## src/rtl/otcs_pkg.sv

```systemverilog
// ----------------------------------------------------------------------------
// otcs_pkg
// Shared widths, command codes, register indexes and tuning constants for the
// oscillator tuning code stepper.
// ----------------------------------------------------------------------------
package otcs_pkg;

  localparam int CODE_MAX_DEFAULT = 31;

  // Fixed widths of the command, result and configuration fields
  localparam int MODE_W  = 3;
  localparam int STEP_W  = 4;
  localparam int FIELD_W = 5;
  localparam int CFG_IDX_W = 3;

  // Command codes
  localparam logic [MODE_W-1:0] MODE_LOAD        = 3'd0;
  localparam logic [MODE_W-1:0] MODE_FINE_UP     = 3'd1;
  localparam logic [MODE_W-1:0] MODE_FINE_DOWN   = 3'd2;
  localparam logic [MODE_W-1:0] MODE_MID_UP      = 3'd3;
  localparam logic [MODE_W-1:0] MODE_MID_DOWN    = 3'd4;
  localparam logic [MODE_W-1:0] MODE_SWEEP_START = 3'd5;
  localparam logic [MODE_W-1:0] MODE_SWEEP_STEP  = 3'd6;

  // Configuration register indexes
  localparam logic [CFG_IDX_W-1:0] REG_COARSE_FIRST = 3'd0;
  localparam logic [CFG_IDX_W-1:0] REG_COARSE_LAST  = 3'd1;
  localparam logic [CFG_IDX_W-1:0] REG_MID_FIRST    = 3'd2;
  localparam logic [CFG_IDX_W-1:0] REG_MID_LAST     = 3'd3;
  localparam logic [CFG_IDX_W-1:0] REG_FINE_FIRST   = 3'd4;
  localparam logic [CFG_IDX_W-1:0] REG_FINE_LAST    = 3'd5;

  // Tuning constants
  localparam int MID_PER_CHANNEL = 6;
  localparam int FINE_OVERLAP    = 9;
  localparam int MID_OVERLAP     = 13;
  localparam int MID_RX_TX       = 1;

endpackage

```

## src/rtl/otcs_cmd_if.sv

```systemverilog
// ----------------------------------------------------------------------------
// otcs_cmd_if
// Command channel: valid/ready handshake with the command fields.
// ----------------------------------------------------------------------------
interface otcs_cmd_if;

  logic                          valid;
  logic                          ready;
  logic [otcs_pkg::MODE_W-1:0]   mode;
  logic [otcs_pkg::STEP_W-1:0]   step_amount;
  logic [otcs_pkg::FIELD_W-1:0]  new_coarse;
  logic [otcs_pkg::FIELD_W-1:0]  new_mid;
  logic [otcs_pkg::FIELD_W-1:0]  new_fine;

  modport source (
    output valid, mode, step_amount, new_coarse, new_mid, new_fine,
    input  ready
  );

  modport sink (
    input  valid, mode, step_amount, new_coarse, new_mid, new_fine,
    output ready
  );

endinterface

```

## src/rtl/otcs_res_if.sv

```systemverilog
// ----------------------------------------------------------------------------
// otcs_res_if
// Result channel: valid/ready handshake with the tuning code and status flags.
// ----------------------------------------------------------------------------
interface otcs_res_if;

  logic                          valid;
  logic                          ready;
  logic [otcs_pkg::FIELD_W-1:0]  coarse_code;
  logic [otcs_pkg::FIELD_W-1:0]  mid_code;
  logic [otcs_pkg::FIELD_W-1:0]  fine_code;
  logic                          sweep_done;
  logic                          ranges_valid;
  logic                          range_error;

  modport source (
    output valid, coarse_code, mid_code, fine_code, sweep_done, ranges_valid,
           range_error,
    input  ready
  );

  modport sink (
    input  valid, coarse_code, mid_code, fine_code, sweep_done, ranges_valid,
           range_error,
    output ready
  );

endinterface

```

## src/rtl/oscillator_tuning_code_stepper_top.sv

```systemverilog
// ----------------------------------------------------------------------------
// oscillator_tuning_code_stepper_top
// Three-level (coarse/mid/fine) oscillator tuning code stepper with load,
// step, and sweep commands, range clamping and sweep status.
// ----------------------------------------------------------------------------
//
//   Channel | Direction | Handshake        | Contents
//   --------+-----------+------------------+-----------------------------------
//   cmd     | in        | valid/ready      | mode, step_amount, new_* codes
//   res     | out       | valid/ready      | codes, sweep_done, ranges_valid,
//           |           |                  | range_error
//   cfg     | in        | cfg_write strobe | cfg_index, cfg_data (6 registers)
//
// Every command transaction yields exactly one result transaction. A command
// is captured in the input register, then evaluated against the code
// registers in a single pass and written to the result register; one command
// is taken per cycle while the result channel does not stall. The code update
// (one small add/compare/clamp chain) sets this rate.
// Reset clears the codes to zero and the sweep ranges to 0..31.
// A stalled result holds its register; the input register drains into it as
// soon as it frees, so cmd.ready drops only when both stages are full.
// ----------------------------------------------------------------------------
module oscillator_tuning_code_stepper_top #(
  parameter int CODE_MAX = otcs_pkg::CODE_MAX_DEFAULT
) (
  input  logic                            clk,
  input  logic                            rst,
  otcs_cmd_if.sink                        cmd,
  otcs_res_if.source                      res,
  input  logic                            cfg_write,
  input  logic [otcs_pkg::CFG_IDX_W-1:0]  cfg_index,
  input  logic [otcs_pkg::FIELD_W-1:0]    cfg_data
);

  import otcs_pkg::*;

  // Code register width and the signed width of intermediate arithmetic
  localparam int CW = $clog2(CODE_MAX + 1);
  localparam int SW = CW + 3;

  localparam logic signed [SW-1:0] ZERO_S = SW'(0);
  localparam logic signed [SW-1:0] ONE_S  = SW'(1);
  localparam logic signed [SW-1:0] CMAX_S = SW'(CODE_MAX);
  localparam logic signed [SW-1:0] FOV_S  = SW'(FINE_OVERLAP);
  localparam logic signed [SW-1:0] MOV_S  = SW'(MID_OVERLAP);

  // Configuration registers
  logic [FIELD_W-1:0] coarse_first, coarse_last;
  logic [FIELD_W-1:0] mid_first, mid_last;
  logic [FIELD_W-1:0] fine_first, fine_last;

  // Tuning code state
  logic [CW-1:0] coarse, mid, fine;

  // Input register
  logic               in_valid;
  logic [MODE_W-1:0]  in_mode;
  logic [STEP_W-1:0]  in_step;
  logic [FIELD_W-1:0] in_coarse, in_mid, in_fine;

  // Result register
  logic               out_valid;
  logic [FIELD_W-1:0] out_coarse, out_mid, out_fine;
  logic               out_done, out_ranges_valid, out_error;

  // Handshake
  logic out_load;
  logic in_load;

  // Single-pass results
  logic [CW-1:0] coarse_next, mid_next, fine_next;
  logic          error_next;
  logic          done_next;
  logic          ranges_valid_next;

  function automatic logic signed [SW-1:0] ext5(input logic [FIELD_W-1:0] v);
    return $signed(SW'(v));
  endfunction

  function automatic logic signed [SW-1:0] extc(input logic [CW-1:0] v);
    return $signed(SW'(v));
  endfunction

  // Clamp into 0..CODE_MAX; flag when the clamp took effect
  function automatic logic [CW:0] fit(input logic signed [SW-1:0] v);
    logic [CW:0] r;
    if (v < ZERO_S) begin
      r = {1'b1, {CW{1'b0}}};
    end else if (v > CMAX_S) begin
      r = {1'b1, CMAX_S[CW-1:0]};
    end else begin
      r = {1'b0, v[CW-1:0]};
    end
    return r;
  endfunction

  // --------------------------------------------------------------------------
  // Flow control: the result register loads when empty or being drained; the
  // input register moves on whenever the result register takes its content.
  // --------------------------------------------------------------------------
  assign out_load  = !out_valid || res.ready;
  assign in_load   = in_valid && out_load;
  assign cmd.ready = !in_valid || out_load;

  // --------------------------------------------------------------------------
  // Configuration writes; indexes past the last register are dropped
  // --------------------------------------------------------------------------
  always_ff @(posedge clk) begin
    if (rst) begin
      coarse_first <= '0;
      coarse_last  <= '1;
      mid_first    <= '0;
      mid_last     <= '1;
      fine_first   <= '0;
      fine_last    <= '1;
    end else if (cfg_write) begin
      unique case (cfg_index)
        REG_COARSE_FIRST: coarse_first <= cfg_data;
        REG_COARSE_LAST:  coarse_last  <= cfg_data;
        REG_MID_FIRST:    mid_first    <= cfg_data;
        REG_MID_LAST:     mid_last     <= cfg_data;
        REG_FINE_FIRST:   fine_first   <= cfg_data;
        REG_FINE_LAST:    fine_last    <= cfg_data;
        default: begin
        end
      endcase
    end
  end

  // --------------------------------------------------------------------------
  // Input register: capture a command transaction
  // --------------------------------------------------------------------------
  always_ff @(posedge clk) begin
    if (rst) begin
      in_valid <= 1'b0;
    end else if (cmd.ready) begin
      in_valid <= cmd.valid;
    end
  end

  always_ff @(posedge clk) begin
    if (cmd.valid && cmd.ready) begin
      in_mode   <= cmd.mode;
      in_step   <= cmd.step_amount;
      in_coarse <= cmd.new_coarse;
      in_mid    <= cmd.new_mid;
      in_fine   <= cmd.new_fine;
    end
  end

  // --------------------------------------------------------------------------
  // Command evaluation against the current code
  // --------------------------------------------------------------------------
  always_comb begin
    logic signed [SW-1:0] c, m, f, n;
    logic signed [SW-1:0] cf, cl, mf, ml, ff, fl;
    logic signed [SW-1:0] ctr, d, nm;
    logic [CW:0]          fc, fm, ff_fit;

    c  = extc(coarse);
    m  = extc(mid);
    f  = extc(fine);
    n  = $signed(SW'(in_step));
    cf = ext5(coarse_first);
    cl = ext5(coarse_last);
    mf = ext5(mid_first);
    ml = ext5(mid_last);
    ff = ext5(fine_first);
    fl = ext5(fine_last);
    // Midpoint of the mid range, start of a centre-out sweep
    ctr = (mf + ml) >>> 1;
    d   = ZERO_S;
    nm  = ZERO_S;

    unique case (in_mode)
      MODE_LOAD: begin
        c = ext5(in_coarse);
        m = ext5(in_mid);
        f = ext5(in_fine);
      end
      MODE_FINE_UP: begin
        if (f + n > CMAX_S) begin
          // Wrap fine into the next mid code with overlap
          f = f + FOV_S + n - CMAX_S - ONE_S;
          if (m + ONE_S > CMAX_S) begin
            m = m + MOV_S - CMAX_S;
            c = c + ONE_S;
          end else begin
            m = m + ONE_S;
          end
        end else begin
          f = f + n;
        end
      end
      MODE_FINE_DOWN: begin
        if (f < n) begin
          f = f + CMAX_S + ONE_S - FOV_S - n;
          if (m < ONE_S) begin
            m = m + CMAX_S - MOV_S;
            c = c - ONE_S;
          end else begin
            m = m - ONE_S;
          end
        end else begin
          f = f - n;
        end
      end
      MODE_MID_UP: begin
        if (m + n > CMAX_S) begin
          m = m + MOV_S + n - CMAX_S - ONE_S;
          c = c + ONE_S;
        end else begin
          m = m + n;
        end
      end
      MODE_MID_DOWN: begin
        if (m < n) begin
          m = m + CMAX_S + ONE_S - MOV_S - n;
          c = c - ONE_S;
        end else begin
          m = m - n;
        end
      end
      MODE_SWEEP_START: begin
        c = cf;
        m = (cf == cl) ? ctr : mf;
        f = ff;
      end
      MODE_SWEEP_STEP: begin
        f = f + ONE_S;
        if (f > fl) begin
          f = ff;
          if (cf == cl) begin
            // Centre-out: alternate above and below the midpoint
            d  = m - ctr;
            nm = (d <= ZERO_S) ? (ctr + ONE_S - d) : (ctr - d);
            if (nm < mf || nm > ml) begin
              nm = ctr;
            end
            m = nm;
            c = cf;
          end else begin
            m = m + ONE_S;
            if (m > ml) begin
              m = mf;
              c = c + ONE_S;
              if (c > cl) begin
                c = cf;
              end
            end
          end
        end
      end
      default: begin
        // Unused code: hold the current code
      end
    endcase

    fc     = fit(c);
    fm     = fit(m);
    ff_fit = fit(f);

    coarse_next = fc[CW-1:0];
    mid_next    = fm[CW-1:0];
    fine_next   = ff_fit[CW-1:0];
    error_next  = fc[CW] || fm[CW] || ff_fit[CW];

    done_next = (extc(coarse_next) > cl) ||
                ((extc(coarse_next) == cl) &&
                 ((extc(mid_next) > ml) ||
                  ((extc(mid_next) == ml) && (extc(fine_next) >= fl))));

    ranges_valid_next = (cf <= CMAX_S) && (cl <= CMAX_S) &&
                        (mf <= CMAX_S) && (ml <= CMAX_S) &&
                        (ff <= CMAX_S) && (fl <= CMAX_S) &&
                        (cf <= cl) && (mf <= ml) && (ff <= fl);
  end

  // --------------------------------------------------------------------------
  // Code state: advance once per command leaving the input register
  // --------------------------------------------------------------------------
  always_ff @(posedge clk) begin
    if (rst) begin
      coarse <= '0;
      mid    <= '0;
      fine   <= '0;
    end else if (in_load) begin
      coarse <= coarse_next;
      mid    <= mid_next;
      fine   <= fine_next;
    end
  end

  // --------------------------------------------------------------------------
  // Result register: hold while stalled
  // --------------------------------------------------------------------------
  always_ff @(posedge clk) begin
    if (rst) begin
      out_valid <= 1'b0;
    end else if (out_load) begin
      out_valid <= in_valid;
    end
  end

  always_ff @(posedge clk) begin
    if (in_load) begin
      out_coarse       <= FIELD_W'(coarse_next);
      out_mid          <= FIELD_W'(mid_next);
      out_fine         <= FIELD_W'(fine_next);
      out_done         <= done_next;
      out_ranges_valid <= ranges_valid_next;
      out_error        <= error_next;
    end
  end

  assign res.valid        = out_valid;
  assign res.coarse_code  = out_coarse;
  assign res.mid_code     = out_mid;
  assign res.fine_code    = out_fine;
  assign res.sweep_done   = out_done;
  assign res.ranges_valid = out_ranges_valid;
  assign res.range_error  = out_error;

endmodule

```

## src/flat_wrapper.sv

```systemverilog
// flat-port wrapper written by rule: the top's interface ports become plain ports
module oscillator_tuning_code_stepper_top_flat import otcs_pkg::*;
#(
  parameter int CODE_MAX = otcs_pkg::CODE_MAX_DEFAULT
)
  (clk, rst, cfg_write, cfg_index, cfg_data, cmd_valid, cmd_mode, cmd_step_amount, cmd_new_coarse, cmd_new_mid, cmd_new_fine, cmd_ready, res_valid, res_coarse_code, res_mid_code, res_fine_code, res_sweep_done, res_ranges_valid, res_range_error, res_ready);
  otcs_cmd_if cmd_i ();
  otcs_res_if res_i ();
  input  logic clk;
  input  logic rst;
  input  logic cfg_write;
  input  logic [otcs_pkg::CFG_IDX_W-1:0] cfg_index;
  input  logic [otcs_pkg::FIELD_W-1:0] cfg_data;
  input wire logic [$bits(cmd_i.valid)-1:0] cmd_valid;
  input wire logic [$bits(cmd_i.mode)-1:0] cmd_mode;
  input wire logic [$bits(cmd_i.step_amount)-1:0] cmd_step_amount;
  input wire logic [$bits(cmd_i.new_coarse)-1:0] cmd_new_coarse;
  input wire logic [$bits(cmd_i.new_mid)-1:0] cmd_new_mid;
  input wire logic [$bits(cmd_i.new_fine)-1:0] cmd_new_fine;
  output wire logic [$bits(cmd_i.ready)-1:0] cmd_ready;
  output wire logic [$bits(res_i.valid)-1:0] res_valid;
  output wire logic [$bits(res_i.coarse_code)-1:0] res_coarse_code;
  output wire logic [$bits(res_i.mid_code)-1:0] res_mid_code;
  output wire logic [$bits(res_i.fine_code)-1:0] res_fine_code;
  output wire logic [$bits(res_i.sweep_done)-1:0] res_sweep_done;
  output wire logic [$bits(res_i.ranges_valid)-1:0] res_ranges_valid;
  output wire logic [$bits(res_i.range_error)-1:0] res_range_error;
  input wire logic [$bits(res_i.ready)-1:0] res_ready;
  assign cmd_i.valid = cmd_valid;
  assign cmd_i.mode = cmd_mode;
  assign cmd_i.step_amount = cmd_step_amount;
  assign cmd_i.new_coarse = cmd_new_coarse;
  assign cmd_i.new_mid = cmd_new_mid;
  assign cmd_i.new_fine = cmd_new_fine;
  assign cmd_ready = cmd_i.ready;
  assign res_valid = res_i.valid;
  assign res_coarse_code = res_i.coarse_code;
  assign res_mid_code = res_i.mid_code;
  assign res_fine_code = res_i.fine_code;
  assign res_sweep_done = res_i.sweep_done;
  assign res_ranges_valid = res_i.ranges_valid;
  assign res_range_error = res_i.range_error;
  assign res_i.ready = res_ready;
  oscillator_tuning_code_stepper_top #(.CODE_MAX(CODE_MAX)) u_core (.clk(clk), .rst(rst), .cmd(cmd_i), .res(res_i), .cfg_write(cfg_write), .cfg_index(cfg_index), .cfg_data(cfg_data));
endmodule
```

## config.mk

```make
export PLATFORM = sky130hd
export DESIGN_NAME = oscillator_tuning_code_stepper_top_flat
export DESIGN_NICKNAME = d
export VERILOG_FILES = /design/src/rtl/otcs_pkg.sv /design/src/rtl/otcs_cmd_if.sv /design/src/rtl/otcs_res_if.sv /design/src/rtl/oscillator_tuning_code_stepper_top.sv /design/src/flat_wrapper.sv
export SDC_FILE = /design/constraint.sdc
export NUM_CORES = 1
export LEC_CHECK = 0
export BUFFER_PORTS_ARGS = -buffer_cell sky130_fd_sc_hd__buf_2
export CAP_MARGIN = 20
export CELL_PAD_IN_SITES_DETAIL_PLACEMENT = 0
export CELL_PAD_IN_SITES_GLOBAL_PLACEMENT = 1
export CORE_UTILIZATION = 40
export CTS_CLUSTER_DIAMETER = 120
export CTS_CLUSTER_SIZE = 10
export DETAILED_ROUTE_END_ITERATION = 10
export GPL_TIMING_DRIVEN = 1
export PLACE_DENSITY_LB_ADDON = 0.1
export SLEW_MARGIN = 5
export SYNTH_ARGS = -nofsm -noshare
export SYNTH_HDL_FRONTEND = slang
export SYNTH_SLANG_ARGS = --single-unit
```

## constraint.sdc

```tcl
create_clock -name clk -period 9.5 [get_ports clk]
set_input_delay 0.95 -clock clk [delete_from_list [all_inputs] [get_ports clk]]
set_output_delay 0.95 -clock clk [all_outputs]
set_load 0.01 [all_outputs]
```

==> Yosys cells after proc, flatten, opt, wreduce, memory -nomap -nowiden <==
Cells that the tools add are included.
{ "word_totals": {"regBits": 87, "output_inout_bits": 20, "wordCells": 149} }
{ "classes": {"n_addsub": 32, "magnitude_cmp": 24, "eq_ne": 14, "n_mux": 34, "n_reduce_logical": 23} }
{ "op_table": {"columns": ["operator", "count"], "rows": [
  ["2-to-1 mux 8 bit", 25],
  ["case mux 8 bit (7 select lines)", 2],
  ["> comparator 8 x 6 -> 1 bit, second input constant", 6],
  ["case mux 8 bit (5 select lines)", 1],
  ["2-to-1 mux 6 bit", 6],
  ["> comparator 8 x 6 -> 1 bit", 4],
  ["less-than comparator 8 x 1 -> 1 bit, second input constant", 3],
  ["subtractor 8 x 5 -> 8 bit, second input constant", 3],
  ["subtractor 8 x 6 -> 8 bit, second input constant", 3],
  ["adder 5 x 1 -> 6 bit, second input constant", 3],
  ["adder 8 x 2 -> 8 bit, second input constant", 2],
  ["adder 8 x 5 -> 8 bit", 2],
  ["subtractor 8 x 2 -> 8 bit, second input constant", 2],
  ["subtractor 8 x 5 -> 8 bit", 2],
  ["equality test 3 bit, second input constant", 5],
  ["equality test 5 bit", 3],
  ["<= comparator 5 bit", 3],
  ["adder 5 x 4 -> 6 bit", 2],
  ["adder 5 x 4 -> 6 bit, second input constant", 2],
  ["adder 5 x 5 -> 6 bit, second input constant", 2],
  ["equality test 3 x 2 -> 1 bit, second input constant", 4],
  ["AND reduction 2 bit", 6],
  ["subtractor 5 x 1 -> 6 bit, second input constant", 2],
  ["subtractor 5 x 4 -> 6 bit", 2],
  ["other kinds (16)", 32]
]} }

==> Longest topological paths before layout <==
{ "depth": {"word_depth": 18, "depth_mapped": 34, "mapped_depth_nobuf": 32} }

==> Worst setup path after synthesis <==
OpenSTA, ideal clock, no wires.
{ "synth_timing": {"path_kind": "register -> register", "from": "register u_core.mid_last[0]", "to": "register u_core.out_done, in the netlist u_core.res.sweep_done, data pin", "setup_ns": 0.254, "arrival_ns": 6.865, "required_time_ns": 9.246, "path_slack_ns": 2.381, "stages_incl_launch_ff": 32, "synth_period_minus_slack_ns": 7.119, "cell_sequence": "dfxtp_1 -> ha_1 -> fa_1 -> xor2_2 -> inv_2 -> xnor2_1 -> ha_1 -> a21oi_1 -> a221oi_1 -> o21ai_1 -> a311oi_1 -> a31o_2 -> clkbuf_1 -> mux2i_1 -> inv_1 -> ha_1 -> nor2b_1 -> o21a_1 -> o21ai_0 -> nand2b_1 -> a21oi_1 -> a31oi_1 -> or4_4 -> nor4_4 -> a211oi_1 -> o31ai_1 -> o21ai_0 -> ha_1 -> nand4_1 -> a2111oi_0 -> a21oi_1 -> o21a_1"} }
{ "synth_between": {"elab_chain_cells": 18} }
{ "synth_rtl": {"columns": ["element", "line_no", "source"], "rows": [
  ["from (decl)", "oscillator_tuning_code_stepper_top.sv:49", "logic [FIELD_W-1:0] mid_first, mid_last;"],
  ["from (signal assigned)", "oscillator_tuning_code_stepper_top.sv:121", "REG_MID_LAST: mid_last <= cfg_data;"],
  ["adder 5 x 5 -> 6 bit", "oscillator_tuning_code_stepper_top.sv:171", "ctr = (mf + ml) >>> 1;"],
  ["subtractor 6 x 7 -> 8 bit or adder 7 x 2 -> 8 bit (tied branches)", "oscillator_tuning_code_stepper_top.sv:235, oscillator_tuning_code_stepper_top.sv:236", null],
  ["subtractor 7 x 8 -> 8 bit, or another cell as far along", "oscillator_tuning_code_stepper_top.sv:236", "nm = (d <= ZERO_S) ? (ctr + ONE_S - d) : (ctr - d);"],
  ["2-to-1 mux 8 bit", "oscillator_tuning_code_stepper_top.sv:236", null],
  ["less-than comparator 8 x 6 -> 1 bit or > comparator 8 x 6 -> 1 bit (tied branches)", "oscillator_tuning_code_stepper_top.sv:237", "if (nm < mf || nm > ml) begin"],
  ["logical OR 1 bit", "oscillator_tuning_code_stepper_top.sv:237", null],
  ["2-to-1 mux 8 bit", "oscillator_tuning_code_stepper_top.sv:237", null],
  ["2-to-1 mux 8 bit", "oscillator_tuning_code_stepper_top.sv:233", "if (cf == cl) begin"],
  ["[3 not listed]", null, null],
  ["2-to-1 mux 6 bit", "oscillator_tuning_code_stepper_top.sv:89", "end else if (v > CMAX_S) begin"],
  ["2-to-1 mux 6 bit (*)", "oscillator_tuning_code_stepper_top.sv:87", "if (v < ZERO_S) begin"],
  ["via u_core.mid_next[2]", "oscillator_tuning_code_stepper_top.sv:71", "logic [CW-1:0] coarse_next, mid_next, fine_next;"],
  ["parallel branches: the longest is 2 deep, another holds > comparator 5 bit", null, null],
  ["logical OR 1 bit (*)", "oscillator_tuning_code_stepper_top.sv:270", "((extc(mid_next) > ml) ||"],
  ["logical AND 1 bit (*)", "oscillator_tuning_code_stepper_top.sv:269", "((extc(coarse_next) == cl) &&"],
  ["logical OR 1 bit (*)", "oscillator_tuning_code_stepper_top.sv:268", "done_next = (extc(coarse_next) > cl) ||"],
  ["via u_core.done_next", "oscillator_tuning_code_stepper_top.sv:73", "logic done_next;"],
  ["to (signal assigned)", "oscillator_tuning_code_stepper_top.sv:310", "out_done <= done_next;"],
  ["to (decl)", "oscillator_tuning_code_stepper_top.sv:64", "logic out_done, out_ranges_valid, out_error;"]
]} }
Mark *: on every way through the listed nets, which the timed path passes.
A chain may end at the register's enable or synchronous reset.

==> Worst setup path in the final report <==
Same ends and word-level chain as after synthesis.

==> results.sh <==
export IMPL_path_depth=30
export IMPL_route_detailed_drc=0
export IMPL_powerDensity_mw_per_mm2=154
export IMPL_antenna_diode_count=0
export IMPL_worstHoldPathCells=2
export IMPL_ioPinCount=55
export IMPL_via_per_inst=5.90
export IMPL_synthDominantAreaCellType="sky130_fd_sc_hd__ha_1"
export IMPL_synth_cells=1125
export IMPL_synth_nets=1294
export IMPL_wire_length_of_the_first_global_routing_pass_um=47700
export IMPL_crit_path_end="u_core.res.sweep_done"
export IMPL_tightest_slew_ns=1.07
export IMPL_largest_cells_by_area_after_synthesis="sky130_fd_sc_hd__ha_1, sky130_fd_sc_hd__edfxtp_1, sky130_fd_sc_hd__dfxtp_1"
export IMPL_power_leakage_nw=4.51
export IMPL_synth_most_common_cell="sky130_fd_sc_hd__ha_1"
export IMPL_fin_skew_ns=0.0131
export IMPL_syn_area_per_cell_um2=8.24
export IMPL_synth_sequential_area_ratio=0.231
export IMPL_synth_area_mm2=0.00927
export IMPL_startpoint_type="register"
export IMPL_number_of_warning_messages_in_the_yosys_log=0
export IMPL_timing_setup_critical_path_class="register to register"
export IMPL_die_w_um=154
export IMPL_ctsHtreeMaxLevel=3
export IMPL_grt_max_degree=50
export IMPL_number_of_enable_type_register_cells_in_the_synthesized_netlist=40
export IMPL_place_hpwl_um=23700
export IMPL_cts_root_buf="sky130_fd_sc_hd__clkbuf_16"
export IMPL_rsz0062_at_grt="no"
export IMPL_die_area_mm2=0.0238
export IMPL_report_power_total_mw=1.55
export IMPL_vdd_ir_drop_max_uv=86.9
export IMPL_dr_first_iter_drc_count=621
export IMPL_worst_slew_margin=0.279
export IMPL_setup_total_negative_slack_ns=0
export IMPL_numPortBuffers=54
export IMPL_drt_pass1_iter_count=7
export IMPL_antenna_found_initial=0
export IMPL_post_synth_num_cell_types=81
export IMPL_finalWeightedCongestion=0.905
export IMPL_ys_top_cells_by_count="sky130_fd_sc_hd__ha_1, sky130_fd_sc_hd__nor2_1, sky130_fd_sc_hd__nand2_1"
export IMPL_post_drt_wl_per_cell_um=21.2
export IMPL_run_status="completed"
export IMPL_max_clock_freq_ghz=0.122
export IMPL_asyncSetResetFlopFracSynth=0
export IMPL_coreArea_mm2=0.0227
export IMPL_final_layout_size_suffix_gt1_frac=0.0888
export IMPL_critPathArrivalTime_ns=8.34
export IMPL_cts_resized=0
export IMPL_cts_tree="yes"
export IMPL_tritoncts_num_sinks=87
export IMPL_hold_viol_final=0
export IMPL_period_needed_ns=8.21
export IMPL_synth_top_area_frac=0.165
export IMPL_cts_hold_fix_buffers=0
export IMPL_fin_crit_sh=0.864
export IMPL_worst_skew_pair_late_latency_ns=0.36
export IMPL_clock_tree_buffer_depth=2
export IMPL_maxCapViolCount=0
export IMPL_clk_transition_reported_paths_ns=0.08
export IMPL_ys_dominant_reg_cell="sky130_fd_sc_hd__dfxtp_1"
export IMPL_timing_max_transition_violations_final=0
export IMPL_critical_path_endpoint_type="register"
export IMPL_globalRouteOverflowTotal=0
export IMPL_drt_antenna_violating_nets=0
export IMPL_cp_buffers_inverters=2
export IMPL_postCtsSetupRepairBufs=0
export IMPL_cp_startpoint="u_core.mid_last[0]"
export IMPL_dr_total_vias=8525
export IMPL_num_rows=55
export IMPL_ys_seq_elements=87
export IMPL_crit_family="compound AO/OA/AOI/OAI gates"
export IMPL_crit_path_frequent_cell="sky130_fd_sc_hd__ha_1"
export IMPL_fillCellCount=2324
export IMPL_max_stage_delay_ns=0.74
export IMPL_timing_critical_path_slowest_stage_cell="sky130_fd_sc_hd__a311oi_1"
export IMPL_areaGrowthSynthToFinish_pct=9.05
export IMPL_layout_nets=1324
export IMPL_grt_total_usage=0.263
export IMPL_cp_max_fo=10
export IMPL_r2r_start="u_core.mid_last[0]"
export IMPL_report_final_setup_viol=0
export IMPL_die_height_um=154
export IMPL_timing_reg2reg_worst_path_depth=30
export IMPL_worst_endpoint_required_ns=9.63
export IMPL_tritoncts_num_buffers=9
export IMPL_holdCritPathClass="register to register"
export IMPL_grt_pass1_vias=8212
export IMPL_endpoint_of_the_worst_register_to_register_path="u_core.res.sweep_done"
export IMPL_initial_core_util=0.408
export IMPL_worst_r2r_setup_slack_ns=1.29
export IMPL_totalWireLength_um=30700
## registers in the layout, indices dropped and copies added (netlist names), 5 cells and up
name                    cells
u_core.in_mid               5
u_core.res.coarse_code      5
u_core.coarse               5
u_core.fine                 5
u_core.in_fine              5
u_core.fine_last            5
u_core.mid_last             5
u_core.coarse_last          5
u_core.res.mid_code         5
u_core.fine_first           5
u_core.mid_first            5
u_core.in_coarse            5
u_core.res.fine_code        5
u_core.coarse_first         5
u_core.mid                  5
## power breakdown
part           leakage (nW)  total, mW  switching, mW  internal [mW]
sequential            0.766      0.446         0.0281          0.418
clock                 0.149      0.366          0.179          0.187
combinational          3.60      0.741          0.447          0.294
## kinds of logic after synthesis
kind of cell	Yosys count	share of synthesized area
adders and majority gates	135	0.192
buffers and inverters	127	0.0522
muxes	30	0.0327
xor gates and xnor gates	58	0.0602
and+or+nand+nor	350	0.185
DFF	87	0.231
AOI/OAI and AO/OA	338	0.247
## worst min-delay path by stage
stage | end | start
after CTS | u_core.res.valid | u_core.in_valid
after detailed placement | u_core.res.valid | u_core.in_valid
final | u_core.res.valid | u_core.in_valid
after floorplan | u_core.fine_first[0] | u_core.fine_first[0]
after global routing | u_core.in_valid | u_core.in_valid
after global placement | u_core.res.valid | u_core.in_valid
## layer usage
layer | global-route usage | vias to the layer above | wire length (um)
met2 | 0.434 | 264 | 14200
met5 | 0 | - | 0
li1 | - | 4174 | -
met4 | 0.100 | 0 | 852
met3 | 0.0233 | 48 | 1400
met1 | 0.358 | 4039 | 14300
## layout by cell type, fill, tap and decap left out, types with 6 or more instances in the layout
cell / synthesis / routed
sky130_fd_sc_hd__a211o_1: 19 / 19
sky130_fd_sc_hd__a21oi_1: 84 / 84
sky130_fd_sc_hd__dfxtp_1: 47 / 47
sky130_fd_sc_hd__o21ai_0: 59 / 59
sky130_fd_sc_hd__fa_1: 12 / 12
sky130_fd_sc_hd__nand3_1: 23 / 23
sky130_fd_sc_hd__clkbuf_16: 0 / 9
sky130_fd_sc_hd__nand2_1: 86 / 86
sky130_fd_sc_hd__a2111oi_0: 8 / 8
sky130_fd_sc_hd__and4_1: 6 / 6
sky130_fd_sc_hd__and2_1: 11 / 11
sky130_fd_sc_hd__edfxtp_1: 40 / 40
sky130_fd_sc_hd__buf_2: 0 / 54
sky130_fd_sc_hd__a21o_1: 21 / 21
sky130_fd_sc_hd__nor2b_1: 28 / 28
sky130_fd_sc_hd__o211ai_1: 9 / 9
sky130_fd_sc_hd__or3_1: 10 / 10
sky130_fd_sc_hd__and3_1: 16 / 16
sky130_fd_sc_hd__nand2b_1: 20 / 20
sky130_fd_sc_hd__nor2_1: 104 / 104
sky130_fd_sc_hd__o21bai_1: 8 / 8
sky130_fd_sc_hd__o22ai_1: 9 / 9
sky130_fd_sc_hd__a31oi_1: 10 / 10
sky130_fd_sc_hd__xnor2_1: 32 / 32
sky130_fd_sc_hd__mux2i_1: 28 / 28
sky130_fd_sc_hd__inv_1: 79 / 79
sky130_fd_sc_hd__ha_1: 122 / 122
sky130_fd_sc_hd__buf_4: 0 / 11
sky130_fd_sc_hd__a211oi_1: 15 / 15
sky130_fd_sc_hd__nor3_1: 23 / 23
sky130_fd_sc_hd__o21a_1: 20 / 20
sky130_fd_sc_hd__xor2_1: 21 / 21
## cell type report
cell class / count / area (um^2) / area share
clock buffer: 9 / 225 / 0.0223
clock inverter: 7 / 73.8 / 0.00730
inverter: 80 / 300 / 0.0297
multi-input combinational: 911 / 6650 / 0.657
sequential: 87 / 2140 / 0.212
tap: 285 / 357 / 0.0353
timing repair buffer: 66 / 368 / 0.0364
## worst min-delay path, stage by stage, from the launching register on
cell	delay [ns]
sky130_fd_sc_hd__dfxtp_1	0.34
sky130_fd_sc_hd__nor2_1	0.11
sky130_fd_sc_hd__nor2_1	0.04
## metrics by stage
| stage | worst slack (ns) | std cells | util | area [um^2] | hold WS, ns |
|---|---|---|---|---|---|
| finish | 1.29 | 1445 | 0.445 | 10100 | 0.525 |
| global route | 0.780 | 1445 | 0.445 | 10100 | 0.583 |
| CTS | 1.32 | 1444 | 0.445 | 10100 | 0.529 |
| detailed placement | 1.37 | 1428 | 0.431 | 9800 | 0.523 |
| global placement | 1.59 | 1428 | 0.431 | 9800 | 0.519 |
| floorplan | 2.38 | 1125 | - | 9270 | 0.483 |
(Power assumes the default switching activity.)
